--- config.mk ---
export PLATFORM = sky130hd
export DESIGN_NAME = bmd_div
export DESIGN_NICKNAME = d
export VERILOG_FILES = /design/src/rtl/bmd_pkg.sv /design/src/rtl/bmd_div.sv
export SDC_FILE = /design/constraint.sdc
export NUM_CORES = 1
export LEC_CHECK = 0
export ABC_AREA = 1
export BUFFER_PORTS_ARGS = -buffer_cell sky130_fd_sc_hd__buf_2
export CORE_MARGIN = 2
export CORE_UTILIZATION = 52
export DETAILED_ROUTE_END_ITERATION = 6
export PLACE_DENSITY = 0.87
export SETUP_SLACK_MARGIN = 0.3
export SLEW_MARGIN = 10
export SYNTH_ARGS = -nofsm -noshare
export SYNTH_HDL_FRONTEND = slang
export SYNTH_SLANG_ARGS = --single-unit
--- constraint.sdc ---
create_clock -name clk -period 2.55 [get_ports clk]
set_input_delay 0.255 -clock clk [delete_from_list [all_inputs] [get_ports clk]]
set_output_delay 0.255 -clock clk [all_outputs]
set_load 0.02 [all_outputs]
--- src/rtl/bmd_pkg.sv ---
// ----------------------------------------------------------------------------
// bmd_pkg: shared types and constants for the bridge max deviation block
// Ring geometry, datapath widths, sequencer states and the scan control
// bundle handed from the sequencer to the deviation datapath.
// ----------------------------------------------------------------------------
package bmd_pkg;

  localparam int RING_DEPTH = 256;
  localparam int ADDR_W     = $clog2(RING_DEPTH);
  localparam int CNT_W      = ADDR_W + 1;   // holds 0..RING_DEPTH
  localparam int PRICE_W    = 32;
  localparam int DEV_W      = 32;
  localparam int WIN_W      = 8;
  localparam int DIFF_W     = PRICE_W + 1;  // pn - p0 and its magnitude
  localparam int BR_W       = PRICE_W + 2;  // bridge accumulator
  localparam logic [WIN_W-1:0] WIN_RESET = WIN_W'(120);

  typedef enum logic [2:0] {
    ST_IDLE,
    ST_CALC,
    ST_P0,
    ST_DIV,
    ST_SCAN,
    ST_DONE
  } bmd_state_t;

  // bridge step parameters for one scan
  typedef struct packed {
    logic                neg;
    logic [DIFF_W-1:0]   quot;
    logic [CNT_W-1:0]    rem;
    logic [CNT_W-1:0]    n;
    logic [PRICE_W-1:0]  p0;
  } scan_ctl_t;

  // window span (n - 1) from the updated fill count and the window register
  function automatic logic [CNT_W-1:0] calc_span(logic [CNT_W-1:0] seen_n,
                                                 logic [WIN_W-1:0] win);
    logic [31:0] s;
    logic [31:0] w;
    s = 32'(seen_n) - 32'd1;
    w = 32'(win);
    if (w > 32'(RING_DEPTH - 1)) w = 32'(RING_DEPTH - 1);
    if (s > w) s = w;
    return s[CNT_W-1:0];
  endfunction

endpackage

--- src/rtl/bmd_div.sv ---
// ----------------------------------------------------------------------------
// bmd_div: iterative restoring divider
// One quotient bit per cycle; done pulses once the last bit is in.
// ----------------------------------------------------------------------------
module bmd_div
  import bmd_pkg::*;
(
  input  logic              clk,
  input  logic              rst,
  input  logic              start,
  input  logic [DIFF_W-1:0] dividend,
  input  logic [CNT_W-1:0]  divisor,
  output logic              done,
  output logic [DIFF_W-1:0] quot,
  output logic [CNT_W-1:0]  rem
);

  localparam int STEP_W = $clog2(DIFF_W + 1);

  logic [STEP_W-1:0] steps;
  logic [CNT_W-1:0]  dvs;
  logic [CNT_W:0]    trial;
  logic              fits;

  assign trial = {rem, quot[DIFF_W-1]};
  assign fits  = trial >= {1'b0, dvs};

  always_ff @(posedge clk) begin
    if (rst) begin
      steps <= '0;
      done  <= 1'b0;
    end else begin
      done <= 1'b0;
      if (start) begin
        steps <= STEP_W'(DIFF_W);
      end else if (steps != '0) begin
        steps <= steps - 1'b1;
        if (steps == STEP_W'(1)) done <= 1'b1;
      end
    end
  end

  always_ff @(posedge clk) begin
    if (start) begin
      quot <= dividend;
      rem  <= '0;
      dvs  <= divisor;
    end else if (steps != '0) begin
      // shift in the next dividend bit, subtract when it fits
      quot <= {quot[DIFF_W-2:0], fits};
      rem  <= fits ? CNT_W'(trial - {1'b0, dvs}) : trial[CNT_W-1:0];
    end
  end

endmodule

==> flow_summary.ini <==
[cells_and_area]
n_fill_cell = 474
n_antenna_cell = 0
layout.nets = 513
syn2layout_area_growth_pct = 22.2
seqCellArea_um2 = 1580
drive_above_1_share = 0.265
multi_input_area_um2 = 1270

[timing]
drv_slew = 0
slew_headroom = 0.290
clock.fmax_mhz = 510
finalHoldViolations = 0
setup_tns_ps = 0
tightest_slew_ps = 1060
holdWs_ps = 93.7
setup_viol = 0
period_needed_ps = 1960
fin_crit_sh = 0.770
clock_skew_ps = 12.4
rsz0062_at_grt = no

[clock_tree]
numCtsBuffers = 9
post-cts-setup-buffers = 0
clkTransAtPathRegs_ps = 70
cts_tree = built
htreeDepth = 3
ctsHoldBuffers = 0
clk_latency_ps = 330
clock-root-buffer = clkbuf_8
cts.sinks = 58
cts.repair.resized = 0
clockBufferDepth = 2

[route]
avgRoutedWirePerCell_um = 12.9
drtPass1Iterations = 6
postRouteWirelength_um = 6880
post-route-drc-count = 0
num_vias = 2644
drt_iter0_drc = 261
via_per_inst = 4.97
ant_nets = 0

[die]
core.rowCount = 27
die_w_um = 80.6
ios = 88
initial_core_util = 0.547
die_h_um = 80.6
dieArea_um2 = 6490
fp.coreArea_um2 = 5570

[setup_path]
crit_type = register to register
crit_slowest_cell = nor2_1
regToRegEndpoint = quot[10]
cp-startpoint = steps[0]
cp_cell_sequence = inv_1 > ha_1 > nand3_2 > nor2_1 > inv_1 > buf_4
r2r-start = steps[0]
path_delay_family = simple AND/OR/NAND/NOR gates
cp-end-kind = register
path_depth = 6
critical_path.max_fanout = 33
reg2reg_depth = 6
critPathBufInv = 3
cp-endpoint = quot[10]
max_stage_delay_ps = 360
cp.required_ps = 2590
critPathArrivalTime_ps = 2000
rrSetupSlack_ps = 590
critPathLaunchType = register
cpMostUsedCell = inv_1

[synth]
syn_inst = 364
ys_ff_latch = 58
yosys.area.top_type_share = 0.414
yosys.area.top_type = edfxtp_1
synth_warnings = 0
netlist_area_um2 = 3050
seq_area_frac_synth = 0.519
syn_nets = 422
synth_cell_type_count = 30
synth_area_leaders = edfxtp_1 (41%), nand2_1 (19%), dfxtp_1 (11%)
avgSynthCellArea_um2 = 8.37

[flow_run]
maxCapViolCount = 0

[placed_design]
portBuffers = 87
gp_congestion = 0.932
dpl.hpwl_um = 4960

[global_route]
antenna_found_initial = 0
grt_use_total = 0.234
grt_max_degree = 39
first_global_vias = 2506
grt_pass1_wl_um = 11300
grt_remaining_overflow = 0

[hold_path]
worstHoldPathType = primary input to register

[pwr]
peakVddDrop_mv = 0.525
p_per_area_nw_per_um2 = 1000
p_leak_nw = 1.98

[run_status]
outcome = finished clean
-- layout by cell type (no fill, tap or decap), types with 2 or more instances in the layout --
cell type | Yosys | routed
nand3_1 | 17 | 17
ha_1 | 12 | 12
nand4_1 | 2 | 2
buf_4 | 1 | 2
nor2_2 | 3 | 3
clkbuf_8 | 0 | 11
xnor2_1 | 4 | 4
edfxtp_1 | 42 | 42
dfxtp_1 | 16 | 16
o21ai_0 | 9 | 9
nand2_2 | 7 | 7
clkbuf_1 | 7 | 3
a21oi_1 | 5 | 5
o21ai_1 | 3 | 3
nor2_1 | 26 | 26
nand2_4 | 2 | 2
buf_2 | 1 | 87
inv_1 | 39 | 39
nor2_4 | 3 | 3
nand2_1 | 154 | 154
-- worst min path at each step --
stage,start,to,cells after the start
finish,divisor[7],dvs[7],1
global route,divisor[5],dvs[5],1
CTS,divisor[5],dvs[5],1
detailed placement,divisor[0],dvs[0],1
global placement,divisor[4],dvs[4],1
floorplan,divisor[0],dvs[0],0
-- layer usage --
layer	global-route usage	up-vias	routed length, um
li1	-	1333	-
met1	0.299	1188	2880
met2	0.376	116	3410
met3	0.0607	7	525
met4	0.0983	0	59
met5	0	-	0
-- flip-flops by register name (all words and copies together) (netlist names) --
register / flops
done: 1
dvs: 9
quot: 33
rem: 9
steps: 6
-- cell usage after synthesis --
| cell type | instances |
|---|---|
| nand2_1 | 154 |
| edfxtp_1 | 42 |
| inv_1 | 39 |
| nor2_1 | 26 |
| nand3_1 | 17 |
| dfxtp_1 | 16 |
| ha_1 | 12 |
| o21ai_0 | 9 |
| clkbuf_1 | 7 |
| nand2_2 | 7 |
| a21oi_1 | 5 |
| xnor2_1 | 4 |
| nor2_2 | 3 |
| nor2_4 | 3 |
| o21ai_1 | 3 |
| nand2_4 | 2 |
| nand4_1 | 2 |
| a21boi_1 | 1 |
| a21oi_4 | 1 |
| buf_2 | 1 |
| buf_4 | 1 |
| clkinv_1 | 1 |
| fa_1 | 1 |
| inv_2 | 1 |
| nand3_2 | 1 |
| nand3_4 | 1 |
| nand3b_1 | 1 |
| nor3_4 | 1 |
| o31ai_1 | 1 |
| xor2_1 | 1 |
-- cell families (layout without fill, tap and decap cells) --
logic type,after synthesis,count (layout),share of synthesized area
XOR/XNOR,5,5,0.0144
adder cells (fa/ha/maj),13,13,0.0558
AO/OA/AOI/OAI,20,20,0.0382
AND/OR/NAND/NOR,218,218,0.310
flip-flops,58,58,0.519
buffers and inverters,50,146,0.0632
-- layout make-up --
cell class / count / area share
clock buffer: 14 / 0.0437
timing repair buffer: 89 / 0.121
inverter: 41 / 0.0413
clock inverter: 2 / 0.00302
multi-input combinational: 256 / 0.342
tap: 72 / 0.0242
sequential: 58 / 0.425
-- power by group --
part	switching [mW]	internal, mW	leakage [nW]
registers	0.158	1.24	0.573
logic	1.03	0.539	1.31
clock network	0.363	0.406	0.0910
-- metrics by stage --
step | instance area [um^2] | setup WS [ps] | cells | util | power [mW]
4_1_cts | 3720 | 599 | 532 | 0.668 | 3.73
3_5_place_dp | 3550 | 593 | 516 | 0.637 | 2.94
2_1_floorplan | 3050 | 620 | 364 | - | 2.52
5_1_grt | 3720 | 417 | 532 | 0.668 | 3.98
6_report | 3720 | 587 | 532 | 0.668 | 3.73
3_3_place_gp | 3550 | 657 | 516 | 0.637 | 2.90
Power figures use the tool's default switching activity.
