<file path="config.mk">
export PLATFORM = sky130hd
export DESIGN_NAME = bmd_scan
export DESIGN_NICKNAME = d
export VERILOG_FILES = /design/src/rtl/bmd_pkg.sv /design/src/rtl/bmd_scan.sv
export SDC_FILE = /design/constraint.sdc
export NUM_CORES = 1
export LEC_CHECK = 0
export ABC_AREA = 1
export ABC_CLOCK_PERIOD_IN_PS = 8850
export BUFFER_PORTS_ARGS = -buffer_cell sky130_fd_sc_hd__buf_2
export CAP_MARGIN = 25
export CORE_MARGIN = 2
export CORE_UTILIZATION = 61
export DETAILED_ROUTE_END_ITERATION = 16
export PLACE_DENSITY = 0.84
export SYNTH_ARGS = -nofsm -noshare
export SYNTH_HDL_FRONTEND = slang
export SYNTH_SLANG_ARGS = --single-unit
</file>
<file path="constraint.sdc">
create_clock -name clk -period 8.85 [get_ports clk]
set_input_delay 0.4425 -clock clk [delete_from_list [all_inputs] [get_ports clk]]
set_output_delay 0.4425 -clock clk [all_outputs]
set_load 0.02 [all_outputs]
</file>
<file path="src/rtl/bmd_pkg.sv">
// ----------------------------------------------------------------------------
// bmd_pkg: shared types and constants for the bridge max deviation block
// Ring geometry, datapath widths, sequencer states and the scan control
// bundle handed from the sequencer to the deviation datapath.
// ----------------------------------------------------------------------------
package bmd_pkg;

  localparam int RING_DEPTH = 256;
  localparam int ADDR_W     = $clog2(RING_DEPTH);
  localparam int CNT_W      = ADDR_W + 1;   // holds 0..RING_DEPTH
  localparam int PRICE_W    = 32;
  localparam int DEV_W      = 32;
  localparam int WIN_W      = 8;
  localparam int DIFF_W     = PRICE_W + 1;  // pn - p0 and its magnitude
  localparam int BR_W       = PRICE_W + 2;  // bridge accumulator
  localparam logic [WIN_W-1:0] WIN_RESET = WIN_W'(120);

  typedef enum logic [2:0] {
    ST_IDLE,
    ST_CALC,
    ST_P0,
    ST_DIV,
    ST_SCAN,
    ST_DONE
  } bmd_state_t;

  // bridge step parameters for one scan
  typedef struct packed {
    logic                neg;
    logic [DIFF_W-1:0]   quot;
    logic [CNT_W-1:0]    rem;
    logic [CNT_W-1:0]    n;
    logic [PRICE_W-1:0]  p0;
  } scan_ctl_t;

  // window span (n - 1) from the updated fill count and the window register
  function automatic logic [CNT_W-1:0] calc_span(logic [CNT_W-1:0] seen_n,
                                                 logic [WIN_W-1:0] win);
    logic [31:0] s;
    logic [31:0] w;
    s = 32'(seen_n) - 32'd1;
    w = 32'(win);
    if (w > 32'(RING_DEPTH - 1)) w = 32'(RING_DEPTH - 1);
    if (s > w) s = w;
    return s[CNT_W-1:0];
  endfunction

endpackage

</file>
<file path="src/rtl/bmd_scan.sv">
// ----------------------------------------------------------------------------
// bmd_scan: bridge walk and running maximum
// Step the bridge line by quotient plus remainder carry per entry, register
// the absolute deviation, then fold it into the running maximum.
// ----------------------------------------------------------------------------
module bmd_scan
  import bmd_pkg::*;
(
  input  logic               clk,
  input  logic               rst,
  input  logic               start,
  input  scan_ctl_t          ctl,
  input  logic               dv,
  input  logic [PRICE_W-1:0] data,
  output logic               busy,
  output logic [DEV_W-1:0]   best
);

  scan_ctl_t          cur;
  logic [BR_W-1:0]    bridge;
  logic [CNT_W-1:0]   racc;
  logic [CNT_W:0]     rsum;
  logic               carry;
  logic [BR_W-1:0]    inc;
  logic [BR_W-1:0]    dev;
  logic [DEV_W-1:0]   absdev;
  logic               v1;

  assign rsum  = {1'b0, racc} + {1'b0, cur.rem};
  assign carry = rsum >= {1'b0, cur.n};
  assign inc   = BR_W'(cur.quot) + BR_W'(carry);
  assign dev   = BR_W'(signed'(data)) - bridge;
  assign busy  = v1;

  always_ff @(posedge clk) begin
    if (start) begin
      cur    <= ctl;
      bridge <= BR_W'(signed'(ctl.p0));
      racc   <= '0;
    end else if (dv) begin
      // advance the bridge to the next entry
      racc   <= carry ? CNT_W'(rsum - {1'b0, cur.n}) : rsum[CNT_W-1:0];
      bridge <= cur.neg ? bridge - inc : bridge + inc;
    end
  end

  always_ff @(posedge clk) begin
    if (dv) begin
      absdev <= dev[BR_W-1] ? DEV_W'(-dev) : dev[DEV_W-1:0];
    end
  end

  always_ff @(posedge clk) begin
    if (rst) begin
      v1 <= 1'b0;
    end else begin
      v1 <= dv && !start;
    end
  end

  always_ff @(posedge clk) begin
    if (start) begin
      best <= '0;
    end else if (v1 && absdev > best) begin
      best <= absdev;
    end
  end

endmodule

</file>
==> results of run 1 <==
critical path: cells and delay by family, from the launching register on:
kind                     cells  cell delay [ps]
buffers and inverters        6              570
adder cells (fa/ha/maj)      6             1920
flip-flops                   1              350
AO/OA/AOI/OAI                8             1730
AND/OR/NAND/NOR             21             2670
XOR/XNOR                     3              470
final cells by class:
type,instances,area (um2)
clock buffer,18,429.2
clock inverter,14,121.4
fill,2125,7636
inverter,373,1400
multi-input combinational,1732,8980
sequential,160,4384
tap,324,405.4
timing repair buffer,157,820.8
cell families (layout without fill, tap and decap cells):
family	count (synthesis)	count (layout)
and+or+nand+nor	1304	1304
AOI/OAI and AO/OA	239	239
xor gates and xnor gates	65	65
buffers and inverters	401	562
DFF	160	160
adders and majority gates	124	124
flip-flops by register name, summed over array words and instances, names as in the netlist:
| name | flops |
|---|---|
| best | 32 |
| bridge | 34 |
| absdev | 32 |
| busy | 1 |
| racc | 9 |
| cur | 52 |
through the flow:
step | power, mW | instances | utilization [%] | hold slack, ps | setup WS (ps)
after global routing | 5.340 | 2778 | 68.42 | 158.9 | 259.3
after global placement | 4.013 | 2745 | 66.02 | 442.7 | 1329
after floorplan | 3.368 | 2293 | - | 429.8 | 2545
after CTS | 4.835 | 2777 | 68.30 | 154.0 | 1067
final | 4.886 | 2778 | 68.42 | 153.1 | 884.4
after detailed placement | 4.098 | 2745 | 66.02 | 445.2 | 1088
how the worst min path moves through the flow:
stage                     startpoint  slack [ps]       to  depth (start not counted)
after floorplan              racc[7]         430  racc[7]                          2
after global placement       racc[7]         440  racc[7]                          2
after detailed placement     racc[7]         450  racc[7]                          2
after CTS                        rst         150     busy                          2
after global routing         ctl[51]         160  cur[51]                          1
final                            rst         150     busy                          2
metal layers:
metal | vias to the layer above | track usage [%]
li1 | 7621 | -
met1 | 6796 | 37.15
met2 | 529 | 63.14
met3 | 168 | 3.073
met4 | 0 | 20.60
met5 | - | 0
report_power, final:
group | switching (mW) | internal, mW | leakage [nW]
registers | 0.129 | 1.05 | 1.52
logic | 1.96 | 1.01 | 6.57
clock network | 0.372 | 0.370 | 0.273
synthesized netlist by cell type, types with 2 or more instances:
library cell,number
sky130_fd_sc_hd__nand2_1,721
sky130_fd_sc_hd__nor2_4,4
sky130_fd_sc_hd__o21bai_1,7
sky130_fd_sc_hd__a211oi_1,2
sky130_fd_sc_hd__nor4_1,4
sky130_fd_sc_hd__xnor2_1,14
sky130_fd_sc_hd__buf_6,3
sky130_fd_sc_hd__or2_2,17
sky130_fd_sc_hd__nor3_2,3
sky130_fd_sc_hd__and2_1,10
sky130_fd_sc_hd__nor3_1,18
sky130_fd_sc_hd__clkbuf_1,21
sky130_fd_sc_hd__a221oi_1,2
sky130_fd_sc_hd__inv_2,5
sky130_fd_sc_hd__xor2_1,51
sky130_fd_sc_hd__nor2_1,294
sky130_fd_sc_hd__inv_1,368
sky130_fd_sc_hd__o21ai_0,104
sky130_fd_sc_hd__edfxtp_1,118
sky130_fd_sc_hd__nor2_2,15
sky130_fd_sc_hd__o21ai_1,8
sky130_fd_sc_hd__nand3_1,122
sky130_fd_sc_hd__a21oi_1,88
sky130_fd_sc_hd__fa_1,4
sky130_fd_sc_hd__o21ai_2,4
sky130_fd_sc_hd__ha_1,120
sky130_fd_sc_hd__nand4_1,42
sky130_fd_sc_hd__nand3b_1,30
sky130_fd_sc_hd__o211ai_1,4
sky130_fd_sc_hd__dfxtp_1,42
sky130_fd_sc_hd__a21o_1,2
sky130_fd_sc_hd__nand2_2,20
sky130_fd_sc_hd__a31oi_1,5
sky130_fd_sc_hd__o21a_1,4
==> impl_summary.txt, run 1 <==
----------------------------------------------------
[CTS]
  Skew-Pair Late Insertion Delay ... 450 ps
  Quantity of gates resized following cts ... 0
  Depth of the CTS H-tree ... 4
  TritonCTS buffer count ... 17
  Root Driver ... sky130_fd_sc_hd__clkbuf_16
  CTS tree ... built
  Number of buffers inserted to repair setup after CTS ... 0
  Clock sink count ... 160
  Maximum buffer depth of the clock tree ... 2
  Clock-pin slew on the worst setup and hold paths ... 80 ps
  Number of buffers inserted by hold repair at cts ... 0

[Die]
  Initial core utilization ... 61.65%
  Die width ... 160.3 um
  Die area ... 0.02570 mm2
  Chip height ... about 160 um
  Count of boundary I/O pins ... 153
  Total core area ... ~0.024 mm2
  Core Rows ... 57

[Route]
  Average vias per placed instance ... 5.441
  Final Routed Wirelength ... 42.97 mm
  Number of antenna-violating nets in the routed design ... 0
  Met1 routed wirelength after detailed routing ... 16.69 mm
  WL met2 ... 21.61 mm
  DR top layer ... met4
  Per-cell routed wire length ... 15.47 um
  Detailed-routing iteration count for the pre-antenna-repair pass ... 6
  Number of DRC violations after detailed routing ... 0
  Number of vias after detailed routing ... between 15000 and 20000
  WL met3 ... 1.950 mm
  Count of routing violations after the opening detailed-route iteration ... 937

[Layout]
  Fraction of layout instances using a drive strength above 1 ... 10.59%
  Most frequent cells in the layout ... 721 x sky130_fd_sc_hd__nand2_1, 367 x sky130_fd_sc_hd__inv_1, 294 x sky130_fd_sc_hd__nor2_1
  Area Overhead vs Synth ... 10.97%
  Number of diodes ... 0
  Commonest non-fill, non-tap cell in the layout ... sky130_fd_sc_hd__nand2_1
  Number of nets at the end of the flow ... ~2700
  Final cell area excluding filler cells ... 0.01654 mm2

[Critical path]
  Arrival time of the worst setup path ... 8170 ps
  Worst setup path startpoint ... racc[0]
  CP max-delay cell ... sky130_fd_sc_hd__ha_1
  CP max stage delay ... 430 ps
  Worst r2r src ... racc[0]
  Kind of critical path ... reg -> reg
  Kind of capture point of the worst setup path ... register
  Worst r2r path cells ... 44
  Register-to-Register Setup Slack ... roughly 880 ps
  Kind of launch point of the worst setup path ... register
  Cell repeated most along the worst path ... sky130_fd_sc_hd__nor2_1
  Worst setup path endpoint ... bridge[28]
  CP max FO ... 12
  Worst reg2reg path endpoint ... bridge[28]
  Data required, critical path ... 9060 ps

[Job]
  # Max-Cap Violations ... 0

[Timing]
  Final setup skew ... 14.84 ps
  Number of endpoints with negative hold slack in the final report ... 0
  Pin slew with the least headroom to its limit ... 988.1 ps
  Final count of pins violating max slew ... 0
  Max Freq ... 125.5 MHz
  Worst relative slew slack ... 33.89%
  Crit share post-route ... 90.01%
  Final-layout setup total negative slack ... 0 ps
  Final min period ... roughly 8000 ps
  RSZ-0062 raised after global routing ... false
  Final-report setup violation count ... 0

[Pwr]
  Worst ir drop on vdd ... 167.7 uV
  Static Leak ... 8.366 nW
  Pwr Density ... 295.4 mW/mm2

[Synth]
  Synth cell types ... 51
  Multiplexer share of the synthesized area ... 0%
  Fraction of the mapped netlist area in simple logic gates ... 37.04%
  Number of nets produced by synthesis ... 2537
  Adder-Cell Fraction of Synth Area ... 10.61%
  Top cells by area in the synthesized netlist ... sky130_fd_sc_hd__edfxtp_1 24%, sky130_fd_sc_hd__nand2_1 18%, sky130_fd_sc_hd__ha_1 10%, sky130_fd_sc_hd__inv_1 9.3%, sky130_fd_sc_hd__nor2_1 7.4%
  Per-instance average area after synthesis ... 6.500 um2
  Dominant combinational cell family by area after synthesis ... simple AND/OR/NAND/NOR gates
  Xor and xnor area share after synthesis ... 3.819%
  Share of synthesized flip-flops with an asynchronous set or reset ... 0%
  Number of warnings issued by yosys ... 0
  Netlist area before placement ... 0.01491 mm2
  Compound-gate portion of the synthesized area ... 8.772%
  Share of the yosys chip area belonging to registers ... 29.41%
  Biggest area consumer among synthesized cells ... sky130_fd_sc_hd__edfxtp_1
  Count of state elements after synthesis ... 160
  Yosys top cell area share ... 23.77%
  Post-Synthesis Cells ... roughly 2300
  Commonest register cell after synthesis ... sky130_fd_sc_hd__edfxtp_1
  Count of flip-flops with a built-in enable after synthesis ... 118

[Placed design]
  Final RePlAce weighted congestion ... between 1 and 1.5
  IO buf count ... 152
  DP Area ... 0.01596 mm2
  Half-perimeter wire length after detailed placement ... around 35 mm

[GRT]
  Overflow after GRT ... 0
  Largest net degree at the start of global routing ... between 80 and 90
  Wire length of the first global-routing pass ... 69.58 mm
  Initial antenna violation count ... 0
  Number of global-route vias before repair ... 14802
  GRT Resource Usage Total ... 33.82%

[Outcome]
  Run status ... finished, final reports clean

[Worst hold path]
  Worst hold-check path type ... in -> reg

----------------------------------------------------
(Power assumes the default switching activity.)
==> run 2: changes to the inputs <==
Settings changed: MAX_ROUTING_LAYER from default to met4.
==> run 2 against run 1 <==
Against the previous run: non-clock buffer count up 1; setup slack worse by 330 ps; largest power group unchanged; sequential cell count unchanged; clock-buffer cell count unchanged.
==> impl_summary.txt, run 2 (same netlist as run 1, synthesis figures left out) <==
----------------------------------------------------
[Pwr]
  Static Leak ... 8.386 nW (+0.24%)
  Worst ir drop on vdd ... 169.7 uV (+1.2%)
  Part of the power in registers ... 24.0% (-0.2 points)
  Combinational group share of total power ... 60.5% (about the same)
  Pwr Density ... 297.7 mW/mm2 (+0.77%)
  Cell internal power dissipation ... 2.455 mW (+1.0%)
  Fraction of power consumed by the clock network ... 15.5% (+0.3 points)
  Proportion of total power due to net switching ... 50.28% (about the same)
  Switching power of the nets ... 2.483 mW (+1.1%)

[Job]
  # Max-Cap Violations ... 0 (unchanged)

[Layout]
  Commonest non-fill, non-tap cell in the layout ... sky130_fd_sc_hd__nand2_1
  Number of nets at the end of the flow ... 2686 (+0.037%)
  Area used by multi-input combinational logic ... 0.008980 mm2 (unchanged)
  Number of diodes ... 0 (unchanged)
  Post-layout util ... 68.61% (+0.20 points)
  Largest register FFs ... 52 (unchanged)
  Layout filler cell count ... 2146 (+0.99%)
  Register with the highest flop count ... cur
  Sequential standard cell area ... 0.004384 mm2 (unchanged)
  Area Overhead vs Synth ... 11.29%
  Most frequent cells in the layout ... 721 x sky130_fd_sc_hd__nand2_1, 367 x sky130_fd_sc_hd__inv_1, 294 x sky130_fd_sc_hd__nor2_1
  Fraction of layout instances using a drive strength above 1 ... 10.67% (+0.077 points)
  Largest registers ... cur (52), bridge (34)
  Finished Layout Cells ... 2779 (+0.036%)

[Critical path]
  Kind of launch point of the worst setup path ... register
  Total buffers and inverters traversed by the critical path ... 4 (-2)
  Data required, critical path ... 9060 ps (about the same)
  CP max stage delay ... 580 ps (+150 ps)
  Arrival time of the worst setup path ... 8500 ps (+330 ps)
  Family of cells with the greatest summed delay on the critical path ... simple AND/OR/NAND/NOR gates
  Worst setup path startpoint ... racc[0]
  Worst r2r src ... racc[0]
  Kind of capture point of the worst setup path ... register
  CP max FO ... 12 (unchanged)
  Cell repeated most along the worst path ... sky130_fd_sc_hd__nor2_1
  Kind of critical path ... reg -> reg
  CP max-delay cell ... sky130_fd_sc_hd__a221oi_1

[Die]
  Initial core utilization ... 61.65% (unchanged)
  Chip height ... 160.3 um (unchanged)
  Core Rows ... 57 (unchanged)
  Die width ... 160.3 um (unchanged)
  Count of boundary I/O pins ... 153 (unchanged)
  Die area ... 0.02570 mm2 (unchanged)
  Total core area ... 0.02418 mm2 (unchanged)

[Worst hold path]
  Worst hold-check path type ... in -> reg
  Beginning of the worst hold path ... rst

[Placed design]
  IO buf count ... 152 (unchanged)
  Post-Place Cells ... 2745 (unchanged)
  Final RePlAce weighted congestion ... 1.041 (+1.8%)
  Half-perimeter wire length after detailed placement ... 35.52 mm (+0.37%)

[Route]
  Final Routed Wirelength ... 43.32 mm (+0.80%)
  Number of antenna-violating nets in the routed design ... 0 (unchanged)
  Per-cell routed wire length ... 15.59 um (+0.76%)
  Number of vias after detailed routing ... 15154 (+0.26%)
  Detailed-routing iteration count for the pre-antenna-repair pass ... 6 (unchanged)
  Average vias per placed instance ... 5.453 (+0.23%)
  Number of DRC violations after detailed routing ... 0 (unchanged)
  Count of routing violations after the opening detailed-route iteration ... 1006 (+7.4%)

[CTS]
  Depth of the CTS H-tree ... 4 (unchanged)
  Clock-pin slew on the worst setup and hold paths ... 80 ps (about the same)
  TritonCTS buffer count ... 17 (unchanged)
  Clock sink count ... 160 (unchanged)
  Number of buffers inserted by hold repair at cts ... 0 (unchanged)
  Maximum buffer depth of the clock tree ... 2 (unchanged)
  Skew-Pair Late Insertion Delay ... 450 ps (about the same)
  Quantity of gates resized following cts ... 0 (unchanged)
  Root Driver ... sky130_fd_sc_hd__clkbuf_16
  CTS tree ... built
  Number of buffers inserted to repair setup after CTS ... 0 (unchanged)

[GRT]
  GRT Resource Usage Total ... 34.96% (+1.1 points)
  Overflow after GRT ... 0 (unchanged)
  Number of global-route vias before repair ... 14855 (+0.36%)
  Largest net degree at the start of global routing ... 73 (-15%)
  Initial antenna violation count ... 0 (unchanged)
  Wire length of the first global-routing pass ... 69.82 mm (+0.35%)

[Outcome]
  Run status ... finished, final reports clean

[Timing]
  Worst relative slew slack ... 34.98% (+1.1 points)
  Final count of pins violating max slew ... 0 (unchanged)
  Number of endpoints with negative hold slack in the final report ... 0 (unchanged)
  Final-layout setup total negative slack ... 0 ps (unchanged)
  RSZ-0062 raised after global routing ... false
  Final min period ... 8294 ps (+328.0 ps)
  Final setup skew ... 17.00 ps (+2.155 ps)
  Max Freq ... 120.6 MHz (-4.0%)
  Final-report setup violation count ... 0 (unchanged)
  Crit share post-route ... 93.71% (+3.7 points)
  Pin slew with the least headroom to its limit ... 972.9 ps (-15.18 ps)

----------------------------------------------------
-- run 2: layer usage --
| layer | vias to the layer above | share of wire [%] | GRT usage (%) |
|---|---|---|---|
| met5 | - | 0 | - |
| met4 | 0 | 5.6 | 18.84 |
| met3 | 134 | 4.4 | 2.996 |
| met2 | 542 | 51 | 64.80 |
| met1 | 6843 | 39 | 36.87 |
| li1 | 7635 | - | - |
-- run 2: cell type report --
cell class,count,share of cell area [%]
Clock buffer,18,2.647
Sequential cell,160,26.43
Timing Repair Buffer,158,5.069
Clock inverter,14,0.8372
Tap cell,324,2.444
Multi-Input combinational cell,1732,54.13
Inverter,373,8.440
-- run 2: power groups by stage --
stage / Clock [mW] / Sequential [mW] / Combinational (mW)
after global routing: 0.791 / 1.20 / 3.38
final: 0.766 / 1.18 / 2.99
after floorplan: 0 / 1.16 / 2.20
after detailed placement: 0 / 1.20 / 2.91
after CTS: 0.766 / 1.18 / 2.93
after global placement: 0 / 1.18 / 2.82
-- run 2: worst paths after layout --
kind	to	slack [ps]	cells past startpoint
setup reg to reg	bridge[28]	560	42
hold / removal	busy	150	2
hold reg to reg	racc[3]	460	2
setup / recovery	bridge[28]	560	42
-- run 2: metrics by stage --
stage	instance area (um2)	total power, mW	hold slack (ps)	setup slack, ps
floorplan	14910	3.368	429.8	2545
global placement	15960	4.006	443.8	900.1
detailed placement	15960	4.104	453.5	780.3
CTS	16540	4.873	144.4	770.7
global route	16590	5.369	146.7	16.55
finish	16590	4.938	154.0	556.4
